**src/design/efc_pkg.sv**
```systemverilog
`timescale 1ns / 1ps
// Shared types and constants for the elevator FIFO controller.
// No dependencies; every other design file imports this package.
package efc_pkg;

    localparam int QUEUE_DEPTH = 8;
    localparam int FLOOR_W     = 3;
    localparam int COUNT_W     = 4;
    localparam int POS_W       = 13;
    localparam int STEPS_W     = 10;
    localparam int TICKS_W     = 16;
    localparam int ELAPSED_W   = 17;
    localparam int CLOSE_W     = 8;
    localparam int CFG_IDX_W   = 3;
    localparam int CFG_DATA_W  = 16;

    localparam logic [ELAPSED_W-1:0] ELAPSED_MAX = '1;
    localparam logic [COUNT_W-1:0]   QUEUE_FULL  = COUNT_W'(QUEUE_DEPTH);

    // Register reset values
    localparam logic [COUNT_W-1:0]  RST_FLOORS     = 4'd8;
    localparam logic [STEPS_W-1:0]  RST_STEPS      = 10'd57;
    localparam logic [FLOOR_W-1:0]  RST_START      = 3'd0;
    localparam logic [TICKS_W-1:0]  RST_OPEN_TICKS = 16'd500;
    localparam logic [TICKS_W-1:0]  RST_EXT_TICKS  = 16'd510;
    localparam logic [CLOSE_W-1:0]  RST_CLOSE      = 8'd5;
    localparam logic [POS_W-1:0]    RST_POSITION   = POS_W'(RST_START * RST_STEPS);

    // Configuration register indexes
    localparam logic [CFG_IDX_W-1:0] CFG_FLOORS     = 3'd0;
    localparam logic [CFG_IDX_W-1:0] CFG_STEPS      = 3'd1;
    localparam logic [CFG_IDX_W-1:0] CFG_START      = 3'd2;
    localparam logic [CFG_IDX_W-1:0] CFG_OPEN_TICKS = 3'd3;
    localparam logic [CFG_IDX_W-1:0] CFG_EXT_TICKS  = 3'd4;
    localparam logic [CFG_IDX_W-1:0] CFG_CLOSE      = 3'd5;

    typedef enum logic [2:0] {
        OP_TICK  = 3'd0,
        OP_HALL  = 3'd1,
        OP_CAB   = 3'd2,
        OP_CLOSE = 3'd3,
        OP_EXT   = 3'd4,
        OP_VENT  = 3'd5
    } op_t;

    typedef enum logic [2:0] {
        S_IDLE,
        S_HGT_A,
        S_HGT_B,
        S_SEARCH,
        S_EXEC,
        S_FINISH
    } state_t;

    typedef enum logic {
        MUL_CUR,
        MUL_TGT
    } mul_sel_t;

    typedef struct packed {
        logic     load;
        mul_sel_t mul_sel;
        logic     ha_load;
        logic     hb_load;
        logic     search_step;
        logic     exec;
        logic     publish;
    } efc_cmd_t;

    typedef struct packed {
        logic search_done;
    } efc_status_t;

endpackage

```
**src/design/efc_ctrl.sv**
```systemverilog
`timescale 1ns / 1ps
// Sequencing state machine for the elevator FIFO controller.
// Depends on efc_pkg; drives the datapath through efc_cmd_t.
module efc_ctrl (
    input  logic                clk,
    input  logic                rst_n,
    input  logic                in_valid,
    output logic                in_stall,
    output logic                out_valid,
    input  logic                out_stall,
    input  efc_pkg::efc_status_t status,
    output efc_pkg::efc_cmd_t    cmd
);
    import efc_pkg::*;

    state_t state_reg, state_next;
    logic   out_valid_reg, out_valid_next;
    logic   slot_free;

    assign slot_free = !out_valid_reg || !out_stall;

    always_comb
    begin
        state_next = state_reg;
        case (state_reg)
            S_IDLE:   if (in_valid) state_next = S_HGT_A;
            S_HGT_A:  state_next = S_HGT_B;
            S_HGT_B:  state_next = S_SEARCH;
            S_SEARCH: if (status.search_done) state_next = S_EXEC;
            S_EXEC:   state_next = S_FINISH;
            S_FINISH: if (slot_free) state_next = S_IDLE;
            default:  state_next = S_IDLE;
        endcase
    end

    always_comb
    begin
        cmd = '0;
        case (state_reg)
            S_IDLE:   cmd.load = in_valid;
            S_HGT_A:
            begin
                cmd.mul_sel = MUL_CUR;
                cmd.ha_load = 1'b1;
            end
            S_HGT_B:
            begin
                cmd.mul_sel = MUL_TGT;
                cmd.hb_load = 1'b1;
            end
            S_SEARCH: cmd.search_step = 1'b1;
            S_EXEC:   cmd.exec = 1'b1;
            S_FINISH: cmd.publish = slot_free;
            default:  cmd = '0;
        endcase
    end

    always_comb
    begin
        out_valid_next = out_valid_reg;
        if (cmd.publish)
            out_valid_next = 1'b1;
        else if (!out_stall)
            out_valid_next = 1'b0;
    end

    always_ff @(posedge clk or negedge rst_n)
    begin
        if (!rst_n)
        begin
            state_reg     <= S_IDLE;
            out_valid_reg <= 1'b0;
        end
        else
        begin
            state_reg     <= state_next;
            out_valid_reg <= out_valid_next;
        end
    end

    assign in_stall  = (state_reg != S_IDLE);
    assign out_valid = out_valid_reg;

endmodule

```
**src/design/efc_datapath.sv**
```systemverilog
`timescale 1ns / 1ps
// Datapath: configuration, cab and door state, call queue, height unit, result register.
// Depends on efc_pkg; steered by efc_ctrl through efc_cmd_t.
module efc_datapath (
    input  logic                              clk,
    input  logic                              rst_n,
    input  efc_pkg::efc_cmd_t                 cmd,
    output efc_pkg::efc_status_t              status,
    input  logic [2:0]                        opcode,
    input  logic [efc_pkg::FLOOR_W-1:0]       floor,
    input  logic                              person_in_lift,
    input  logic                              cfg_we,
    input  logic [efc_pkg::CFG_IDX_W-1:0]     cfg_index,
    input  logic [efc_pkg::CFG_DATA_W-1:0]    cfg_data,
    output logic [efc_pkg::POS_W-1:0]         cab_position,
    output logic [efc_pkg::FLOOR_W-1:0]       cab_floor,
    output logic                              doors_open,
    output logic                              ventilation_on,
    output logic [efc_pkg::COUNT_W-1:0]       pending_count,
    output logic                              arrived,
    output logic                              call_ignored
);
    import efc_pkg::*;

    // Latched item
    logic [2:0]         op_reg;
    logic [FLOOR_W-1:0] fl_reg;
    logic               person_reg;

    // Configuration
    logic [COUNT_W-1:0] fiu_reg, fiu_next;
    logic [STEPS_W-1:0] steps_reg, steps_next;
    logic [TICKS_W-1:0] open_ticks_reg, open_ticks_next;
    logic [TICKS_W-1:0] ext_ticks_reg, ext_ticks_next;
    logic [CLOSE_W-1:0] close_reg, close_next;

    // Cab and door state
    logic [POS_W-1:0]     pos_reg, pos_next;
    logic [FLOOR_W-1:0]   cur_reg, cur_next;
    logic [COUNT_W-1:0]   count_reg, count_next;
    logic                 doors_reg, doors_next;
    logic [ELAPSED_W-1:0] elapsed_reg, elapsed_next;
    logic [ELAPSED_W-1:0] limit_reg, limit_next;
    logic                 extd_reg, extd_next;
    logic                 vent_reg, vent_next;

    // Working registers for one item
    logic [POS_W-1:0]   ha_reg, ha_next;
    logic [POS_W-1:0]   hb_reg, hb_next;
    logic [COUNT_W-1:0] idx_reg, idx_next;
    logic               dup_reg, dup_next;
    logic               arr_reg, arr_next;
    logic               ign_reg, ign_next;

    logic [FLOOR_W-1:0] queue_mem [QUEUE_DEPTH];
    logic               push_en, pop_en;

    // Height unit
    logic [FLOOR_W-1:0] mul_floor;
    logic [STEPS_W-1:0] mul_steps;
    logic [POS_W-1:0]   mul_prod;

    logic [ELAPSED_W-1:0] elapsed_inc;
    logic [ELAPSED_W:0]   ext_sum;
    logic [ELAPSED_W-1:0] close_target;
    logic                 floor_ok, push_ok, may_move, cfg_idle, search_done;

    always_comb
    begin
        if (cfg_we)
            mul_floor = (cfg_index == CFG_START) ? cfg_data[FLOOR_W-1:0] : cur_reg;
        else if (cmd.mul_sel == MUL_CUR)
            mul_floor = cur_reg;
        else
            mul_floor = (op_reg == OP_TICK) ? queue_mem[0] : fl_reg;
        mul_steps = (cfg_we && cfg_index == CFG_STEPS) ? cfg_data[STEPS_W-1:0] : steps_reg;
    end

    assign mul_prod = POS_W'(mul_floor) * POS_W'(mul_steps);

    assign search_done        = (idx_reg >= count_reg);
    assign status.search_done = search_done;

    assign elapsed_inc  = (elapsed_reg == ELAPSED_MAX) ? elapsed_reg : elapsed_reg + 1'b1;
    assign ext_sum      = {1'b0, elapsed_reg} + (ELAPSED_W + 1)'(ext_ticks_reg);
    assign close_target = (limit_reg > ELAPSED_W'(close_reg))
                          ? limit_reg - ELAPSED_W'(close_reg) : '0;
    assign floor_ok     = ({1'b0, fl_reg} < fiu_reg);
    assign push_ok      = !dup_reg && (count_reg < QUEUE_FULL);
    assign cfg_idle     = (count_reg == '0) && !doors_reg;

    always_comb
    begin
        fiu_next        = fiu_reg;
        steps_next      = steps_reg;
        open_ticks_next = open_ticks_reg;
        ext_ticks_next  = ext_ticks_reg;
        close_next      = close_reg;
        pos_next        = pos_reg;
        cur_next        = cur_reg;
        count_next      = count_reg;
        doors_next      = doors_reg;
        elapsed_next    = elapsed_reg;
        limit_next      = limit_reg;
        extd_next       = extd_reg;
        vent_next       = vent_reg;
        ha_next         = cmd.ha_load ? mul_prod : ha_reg;
        hb_next         = cmd.hb_load ? mul_prod : hb_reg;
        idx_next        = idx_reg;
        dup_next        = dup_reg;
        arr_next        = arr_reg;
        ign_next        = ign_reg;
        push_en         = 1'b0;
        pop_en          = 1'b0;
        may_move        = 1'b1;

        if (cfg_we)
        begin
            case (cfg_index)
                CFG_FLOORS:     fiu_next = cfg_data[COUNT_W-1:0];
                CFG_STEPS:
                begin
                    steps_next = cfg_data[STEPS_W-1:0];
                    if (cfg_idle)
                        pos_next = mul_prod;
                end
                CFG_START:
                begin
                    if (cfg_idle)
                    begin
                        cur_next = cfg_data[FLOOR_W-1:0];
                        pos_next = mul_prod;
                    end
                end
                CFG_OPEN_TICKS: open_ticks_next = cfg_data[TICKS_W-1:0];
                CFG_EXT_TICKS:  ext_ticks_next  = cfg_data[TICKS_W-1:0];
                CFG_CLOSE:      close_next      = cfg_data[CLOSE_W-1:0];
                default:        fiu_next        = fiu_reg;
            endcase
        end

        if (cmd.load)
        begin
            idx_next = '0;
            dup_next = 1'b0;
        end

        // Walk the queue one entry per cycle looking for the requested floor
        if (cmd.search_step && !search_done)
        begin
            if (queue_mem[idx_reg[FLOOR_W-1:0]] == fl_reg)
                dup_next = 1'b1;
            idx_next = idx_reg + 1'b1;
        end

        if (cmd.exec)
        begin
            arr_next = 1'b0;
            ign_next = 1'b0;
            case (op_reg)
                OP_TICK:
                begin
                    if (doors_reg)
                    begin
                        elapsed_next = elapsed_inc;
                        if (elapsed_inc >= limit_reg)
                            doors_next = 1'b0;
                        else
                            may_move = 1'b0;
                    end
                    if (may_move && count_reg != '0)
                    begin
                        if (pos_reg < hb_reg)
                            pos_next = pos_reg + 1'b1;
                        else if (pos_reg > hb_reg)
                            pos_next = pos_reg - 1'b1;
                        else
                        begin
                            cur_next     = queue_mem[0];
                            doors_next   = 1'b1;
                            elapsed_next = '0;
                            limit_next   = ELAPSED_W'(open_ticks_reg);
                            extd_next    = 1'b0;
                            vent_next    = 1'b0;
                            pop_en       = 1'b1;
                            count_next   = count_reg - 1'b1;
                            arr_next     = 1'b1;
                        end
                    end
                end
                OP_HALL:
                begin
                    if (!floor_ok)
                        ign_next = 1'b1;
                    else if (pos_reg == ha_reg && pos_reg == hb_reg)
                    begin
                        if (!doors_reg)
                        begin
                            doors_next   = 1'b1;
                            elapsed_next = '0;
                            limit_next   = ELAPSED_W'(open_ticks_reg);
                            extd_next    = 1'b0;
                        end
                    end
                    else if (push_ok)
                        push_en = 1'b1;
                    else
                        ign_next = 1'b1;
                end
                OP_CAB:
                begin
                    if (!person_reg || !floor_ok)
                        ign_next = 1'b1;
                    else if (fl_reg == cur_reg && doors_reg && count_reg == '0)
                        ign_next = 1'b1;
                    else if (push_ok)
                        push_en = 1'b1;
                    else
                        ign_next = 1'b1;
                end
                OP_CLOSE:
                begin
                    if (!person_reg || !doors_reg)
                        ign_next = 1'b1;
                    else if (elapsed_reg < close_target)
                        elapsed_next = close_target;
                    else
                        ign_next = 1'b1;
                end
                OP_EXT:
                begin
                    if (!person_reg || !doors_reg || extd_reg)
                        ign_next = 1'b1;
                    else
                    begin
                        limit_next = (ext_sum > (ELAPSED_W + 1)'(ELAPSED_MAX))
                                     ? ELAPSED_MAX : ext_sum[ELAPSED_W-1:0];
                        extd_next  = 1'b1;
                    end
                end
                OP_VENT:
                begin
                    if (!person_reg)
                        ign_next = 1'b1;
                    else
                        vent_next = 1'b1;
                end
                default: ign_next = 1'b1;
            endcase
            if (push_en)
                count_next = count_reg + 1'b1;
        end
    end

    always_ff @(posedge clk or negedge rst_n)
    begin
        if (!rst_n)
        begin
            fiu_reg        <= RST_FLOORS;
            steps_reg      <= RST_STEPS;
            open_ticks_reg <= RST_OPEN_TICKS;
            ext_ticks_reg  <= RST_EXT_TICKS;
            close_reg      <= RST_CLOSE;
            pos_reg        <= RST_POSITION;
            cur_reg        <= RST_START;
            count_reg      <= '0;
            doors_reg      <= 1'b0;
            elapsed_reg    <= '0;
            limit_reg      <= ELAPSED_W'(RST_OPEN_TICKS);
            extd_reg       <= 1'b0;
            vent_reg       <= 1'b0;
            idx_reg        <= '0;
            dup_reg        <= 1'b0;
            arr_reg        <= 1'b0;
            ign_reg        <= 1'b0;
        end
        else
        begin
            fiu_reg        <= fiu_next;
            steps_reg      <= steps_next;
            open_ticks_reg <= open_ticks_next;
            ext_ticks_reg  <= ext_ticks_next;
            close_reg      <= close_next;
            pos_reg        <= pos_next;
            cur_reg        <= cur_next;
            count_reg      <= count_next;
            doors_reg      <= doors_next;
            elapsed_reg    <= elapsed_next;
            limit_reg      <= limit_next;
            extd_reg       <= extd_next;
            vent_reg       <= vent_next;
            idx_reg        <= idx_next;
            dup_reg        <= dup_next;
            arr_reg        <= arr_next;
            ign_reg        <= ign_next;
        end
    end

    // Payload and queue storage, no reset
    always_ff @(posedge clk)
    begin
        ha_reg <= ha_next;
        hb_reg <= hb_next;
        if (cmd.load)
        begin
            op_reg     <= opcode;
            fl_reg     <= floor;
            person_reg <= person_in_lift;
        end
        if (push_en)
            queue_mem[count_reg[FLOOR_W-1:0]] <= fl_reg;
        else if (pop_en)
        begin
            for (int i = 0; i < QUEUE_DEPTH - 1; i++)
                queue_mem[i] <= queue_mem[i+1];
        end
        if (cmd.publish)
        begin
            cab_position   <= pos_reg;
            cab_floor      <= cur_reg;
            doors_open     <= doors_reg;
            ventilation_on <= vent_reg;
            pending_count  <= count_reg;
            arrived        <= arr_reg;
            call_ignored   <= ign_reg;
        end
    end

endmodule

```
**src/design/elevator_fifo_controller.sv**
```systemverilog
`timescale 1ns / 1ps
// Top level of the single-cab elevator controller with a FIFO of calls.
// Depends on efc_pkg, efc_ctrl and efc_datapath.
//
//  Channel  | Handshake            | Payload
//  ---------+----------------------+-----------------------------------------------
//  input    | in_valid / in_stall  | opcode, floor, person_in_lift
//  output   | out_valid / out_stall| cab_position, cab_floor, doors_open,
//           |                      | ventilation_on, pending_count, arrived,
//           |                      | call_ignored
//  config   | cfg_we               | cfg_index, cfg_data
//
// An item passes from acceptance to the next acceptance through load, two passes
// through the shared floor-height multiplier, a duplicate search that visits one
// queued floor per cycle, execute and publish. Reset is asynchronous and active
// low; no clearing pass is needed, since queue entries above the fill count are
// never used. A stalled result waits in the output register; a new item is still
// accepted and held at publish until the register frees.
module elevator_fifo_controller (
    input  logic                              clk,
    input  logic                              rst_n,
    // Input item channel
    input  logic                              in_valid,
    output logic                              in_stall,
    input  logic [2:0]                        opcode,
    input  logic [efc_pkg::FLOOR_W-1:0]       floor,
    input  logic                              person_in_lift,
    // Result item channel
    output logic                              out_valid,
    input  logic                              out_stall,
    output logic [efc_pkg::POS_W-1:0]         cab_position,
    output logic [efc_pkg::FLOOR_W-1:0]       cab_floor,
    output logic                              doors_open,
    output logic                              ventilation_on,
    output logic [efc_pkg::COUNT_W-1:0]       pending_count,
    output logic                              arrived,
    output logic                              call_ignored,
    // Configuration write port
    input  logic                              cfg_we,
    input  logic [efc_pkg::CFG_IDX_W-1:0]     cfg_index,
    input  logic [efc_pkg::CFG_DATA_W-1:0]    cfg_data
);
    import efc_pkg::*;

    efc_cmd_t    cmd;
    efc_status_t status;

    // Sequencer: accept, step through height, search, execute, publish
    efc_ctrl u_ctrl (
        .clk       (clk),
        .rst_n     (rst_n),
        .in_valid  (in_valid),
        .in_stall  (in_stall),
        .out_valid (out_valid),
        .out_stall (out_stall),
        .status    (status),
        .cmd       (cmd)
    );

    // Datapath: holds configuration, cab state, call queue and result register
    efc_datapath u_datapath (
        .clk            (clk),
        .rst_n          (rst_n),
        .cmd            (cmd),
        .status         (status),
        .opcode         (opcode),
        .floor          (floor),
        .person_in_lift (person_in_lift),
        .cfg_we         (cfg_we),
        .cfg_index      (cfg_index),
        .cfg_data       (cfg_data),
        .cab_position   (cab_position),
        .cab_floor      (cab_floor),
        .doors_open     (doors_open),
        .ventilation_on (ventilation_on),
        .pending_count  (pending_count),
        .arrived        (arrived),
        .call_ignored   (call_ignored)
    );

endmodule

```
**config.mk**
```make
export PLATFORM = sky130hd
export DESIGN_NAME = elevator_fifo_controller
export DESIGN_NICKNAME = d
export VERILOG_FILES = /design/src/design/efc_pkg.sv /design/src/design/efc_ctrl.sv /design/src/design/efc_datapath.sv /design/src/design/elevator_fifo_controller.sv
export SDC_FILE = /design/constraint.sdc
export NUM_CORES = 1
export LEC_CHECK = 0
export BUFFER_PORTS_ARGS = -buffer_cell sky130_fd_sc_hd__buf_2
export CORE_ASPECT_RATIO = 0.7
export CORE_MARGIN = 5
export CORE_UTILIZATION = 60
export CTS_BUF_LIST = sky130_fd_sc_hd__clkbuf_8
export DETAILED_ROUTE_END_ITERATION = 10
export GPL_TIMING_DRIVEN = 0
export PLACE_DENSITY = 0.78
export SYNTH_ARGS = -nofsm -noshare
export SYNTH_HDL_FRONTEND = slang
export SYNTH_HIERARCHICAL = 1
export SYNTH_SLANG_ARGS = --single-unit
```
**constraint.sdc**
```tcl
create_clock -name clk -period 8.75 [get_ports clk]
set_input_delay 1.3125 -clock clk [delete_from_list [all_inputs] [get_ports clk]]
set_output_delay 1.3125 -clock clk [all_outputs]
set_load 0.005 [all_outputs]
```
==> reports/qor.yml <==
routing:
  routedWlPerCell_um: 20.5
  routed_wl_um: 34500
  ant_nets: 0
  dr_wl_met2_um: 14100
  viasPerCell: 6.25
  drt_iter0_drc: 1031
  drcViolationCount: 0
  wl_met1_um: 16000
  vias: 10500
  maxUsedRoutingLayer: "met5"
  drt_pass1_iterations: 7
  met3WireLength_um: 3950
clock_tree:
  cts_hold_buf: 0
  cts.repair.resized: 0
  cts_root_buffer: "clkbuf_8"
  clkLatencyLatePin_ns: 0.54
  clk_path_buf_depth: 3
  cts_tree: "done"
  post_cts_buffers: 0
  cts_buffers: 34
  cts_max_level: 2
  cts_sinks: 203
  clk_pin_slew_ns: 0.07
synth:
  synth-seq-cells: 203
  synth_nets: 1418
  synthesis.area_sq_um: 13000
  synth_top_area_cell: "edfxtp_1"
  ys_seq_area_share_pct: 42.5
  synth_area_leaders: "edfxtp_1 19%, dfrtp_1 18%, ha_1 9.1%, dfstp_2 5.5%, mux2_2 4.5%"
  synth-edff-count: 81
  synth-warning-count: 6
  synth_common_cells: "108 x inv_1, 98 x nand2_1, 95 x dfrtp_1"
  synth_cell_types: 77
  yosysTopAreaCellShare_pct: 18.7
  synthArstFlopShare_pct: 60.1
  ys.flop_type: "dfrtp_1"
  synth_cells: 1281
  yosysMostFrequentCell: "inv_1"
  avgSynthCellArea_sq_um: 10.1
grt:
  antenna_found_initial: 2
  grt_max_degree: 99
  grt_pass1_wl_um: 54900
  grt_pass1_vias: 10000
  track_usage_pct: 27.9
  overflow: 0
placement:
  place_congestion: 0.954
  io_buffers: 56
  dp.cells: 1621
  pre_cts_ws_ns: 2.86
  dp_hpwl_um: 26100
floorplan:
  rows: 45
  io_pins: 57
  core_sq_um: 21500
  die_w_um: 186
  fp.dieH_um: 133
  die_area_sq_um: 24700
  initial_utilization_pct: 60.5
worst_setup_path:
  crit_type: "reg -> reg"
  worstPathArrival_ns: 6.02
  path_max_fanout: 10
  start_kind: "register"
  worstPathRequired_ns: 8.92
  crit_path_end_kind: "register"
timing:
  setup_viol: 0
  worst_slew_pin_slew_ns: 1.18
  finalWorstSetupSlack_ns: 2.90
  rsz0062_at_grt: "no"
  fin_skew_ns: 0.0311
  hold_viol_final: 0
  fmax_mhz: 171
  min_period_ns: 5.85
  fin_crit_sh_pct: 66.8
  relSlewSlack_pct: 20.9
  holdWs_ns: 0.466
  maxSlewViolCount: 0
  tns_ns: 0
cells_and_area:
  largest_reg_flops: 24
  final_util_pct: 66.9
  layout.nets: 1512
  drive_gt1_share_pct: 16.5
  area_growth_pct: 10.6
  final_cells: 1685
power_and_ir_drop:
  peakVddDrop_mv: 0.199
  p_leak_nw: 6.16
  combPwrFrac_pct: 53.2
  internal_power_mw: 2.87
  p_clk_share_pct: 16.5
  power_density_nw_per_um2: 364
  swShare_pct: 45.1
  p_switching_mw: 2.36
  seqPwrFrac_pct: 30.3
worst_hold_path:
  hold_class: "reg -> reg"
run_status:
  status: "completed"
run:
  drv_cap: 0
## cells by family (layout without fill, tap and decap cells)
family,Yosys count,after routing,share of synthesized area [%]
XOR/XNOR,72,72,4.86
multiplexers,86,86,7.91
other,0,2,0
AND/OR/NAND/NOR,334,334,12.8
AO/OA/AOI/OAI,325,325,16.3
adder cells (fa/ha/maj),106,106,10.9
buffers and inverters,155,275,4.69
flip-flops,203,203,42.5
## through the flow
stage               instance area, sq um  total power [mW]
floorplan                          13000              3.52
global placement                   13600              4.20
detailed placement                 13700              4.28
CTS                                14300              5.17
global route                       14300              5.61
finish                             14400              5.23
## power by group through the flow
stage	sequential, mW	clock (mW)	combinational (mW)
floorplan	1.49	0	2.03
global placement	1.58	0	2.62
detailed placement	1.59	0	2.69
CTS	1.57	0.876	2.72
global route	1.61	0.923	3.08
finish	1.59	0.862	2.78
## per-layer routing
| metal | GRT usage (%) | vias up |
|---|---|---|
| met1 | 44.2 | 5051 |
| met4 | 6.23 | 2 |
| met3 | 8.19 | 55 |
| met5 | 0 | - |
| li1 | - | 4891 |
| met2 | 37.7 | 537 |
## critical path, cell delays in order (launching register included)
cell	delay, ns
dfrtp_1	0.43
clkbuf_1	0.22
and4_1	0.23
nand4_1	0.20
nor2_1	0.18
nor3_1	0.97
nand3_1	0.19
xnor2_1	0.31
ha_1	0.20
a211oi_1	0.07
o21ai_0	0.29
nor3_1	0.14
a31oi_1	0.64
nand4_1	0.40
clkbuf_1	0.31
clkbuf_1	0.28
a21oi_1	0.42
## path summary, 6_finish.rpt
check / from / to / slack, ns / depth (start not counted)
max in group asynchronous: rst_n / u_datapath/close_reg[0] / 7.29 / 2
worst min-delay path: u_datapath/ign_reg / u_datapath/call_ignored / 0.47 / 0
min in group asynchronous: rst_n / u_datapath/elapsed_reg[8] / 0.66 / 1
worst min register to register: u_datapath/ign_reg / u_datapath/call_ignored / 0.47 / 0
worst max-delay path: u_datapath/elapsed_reg[10] / u_datapath/queue_mem[4][1] / 2.90 / 16
worst max register to register: u_datapath/elapsed_reg[10] / u_datapath/queue_mem[4][1] / 2.90 / 16
## layout make-up
type	instances	area, sq um
Sequential cell	203	5520
Buffer	47	203
Fill cell	1673	7100
Clock inverter	21	123
Antenna cell	2	5.00
Multi-Input combinational cell	923	6850
Timing Repair Buffer	58	325
Inverter	108	405
Clock buffer	41	564
Tap cell	282	353
## layout by cell type (no fill, tap or decap), drive strengths merged, types with 16 or more instances in the layout
cell type  synthesis  layout
dfrtp             95      95
xor2              24      24
buf               14      72
mux2i             26      26
dfstp             27      27
and3              16      16
ha                94      94
o21ai             95      95
xnor2             48      48
nor3              23      23
a21oi             72      72
nand2             98      98
clkbuf            33      74
mux2              52      52
edfxtp            81      81
nand3             34      34
a21o              19      19
inv              108     120
nor2              75      75
Power figures use the tool's default switching activity.
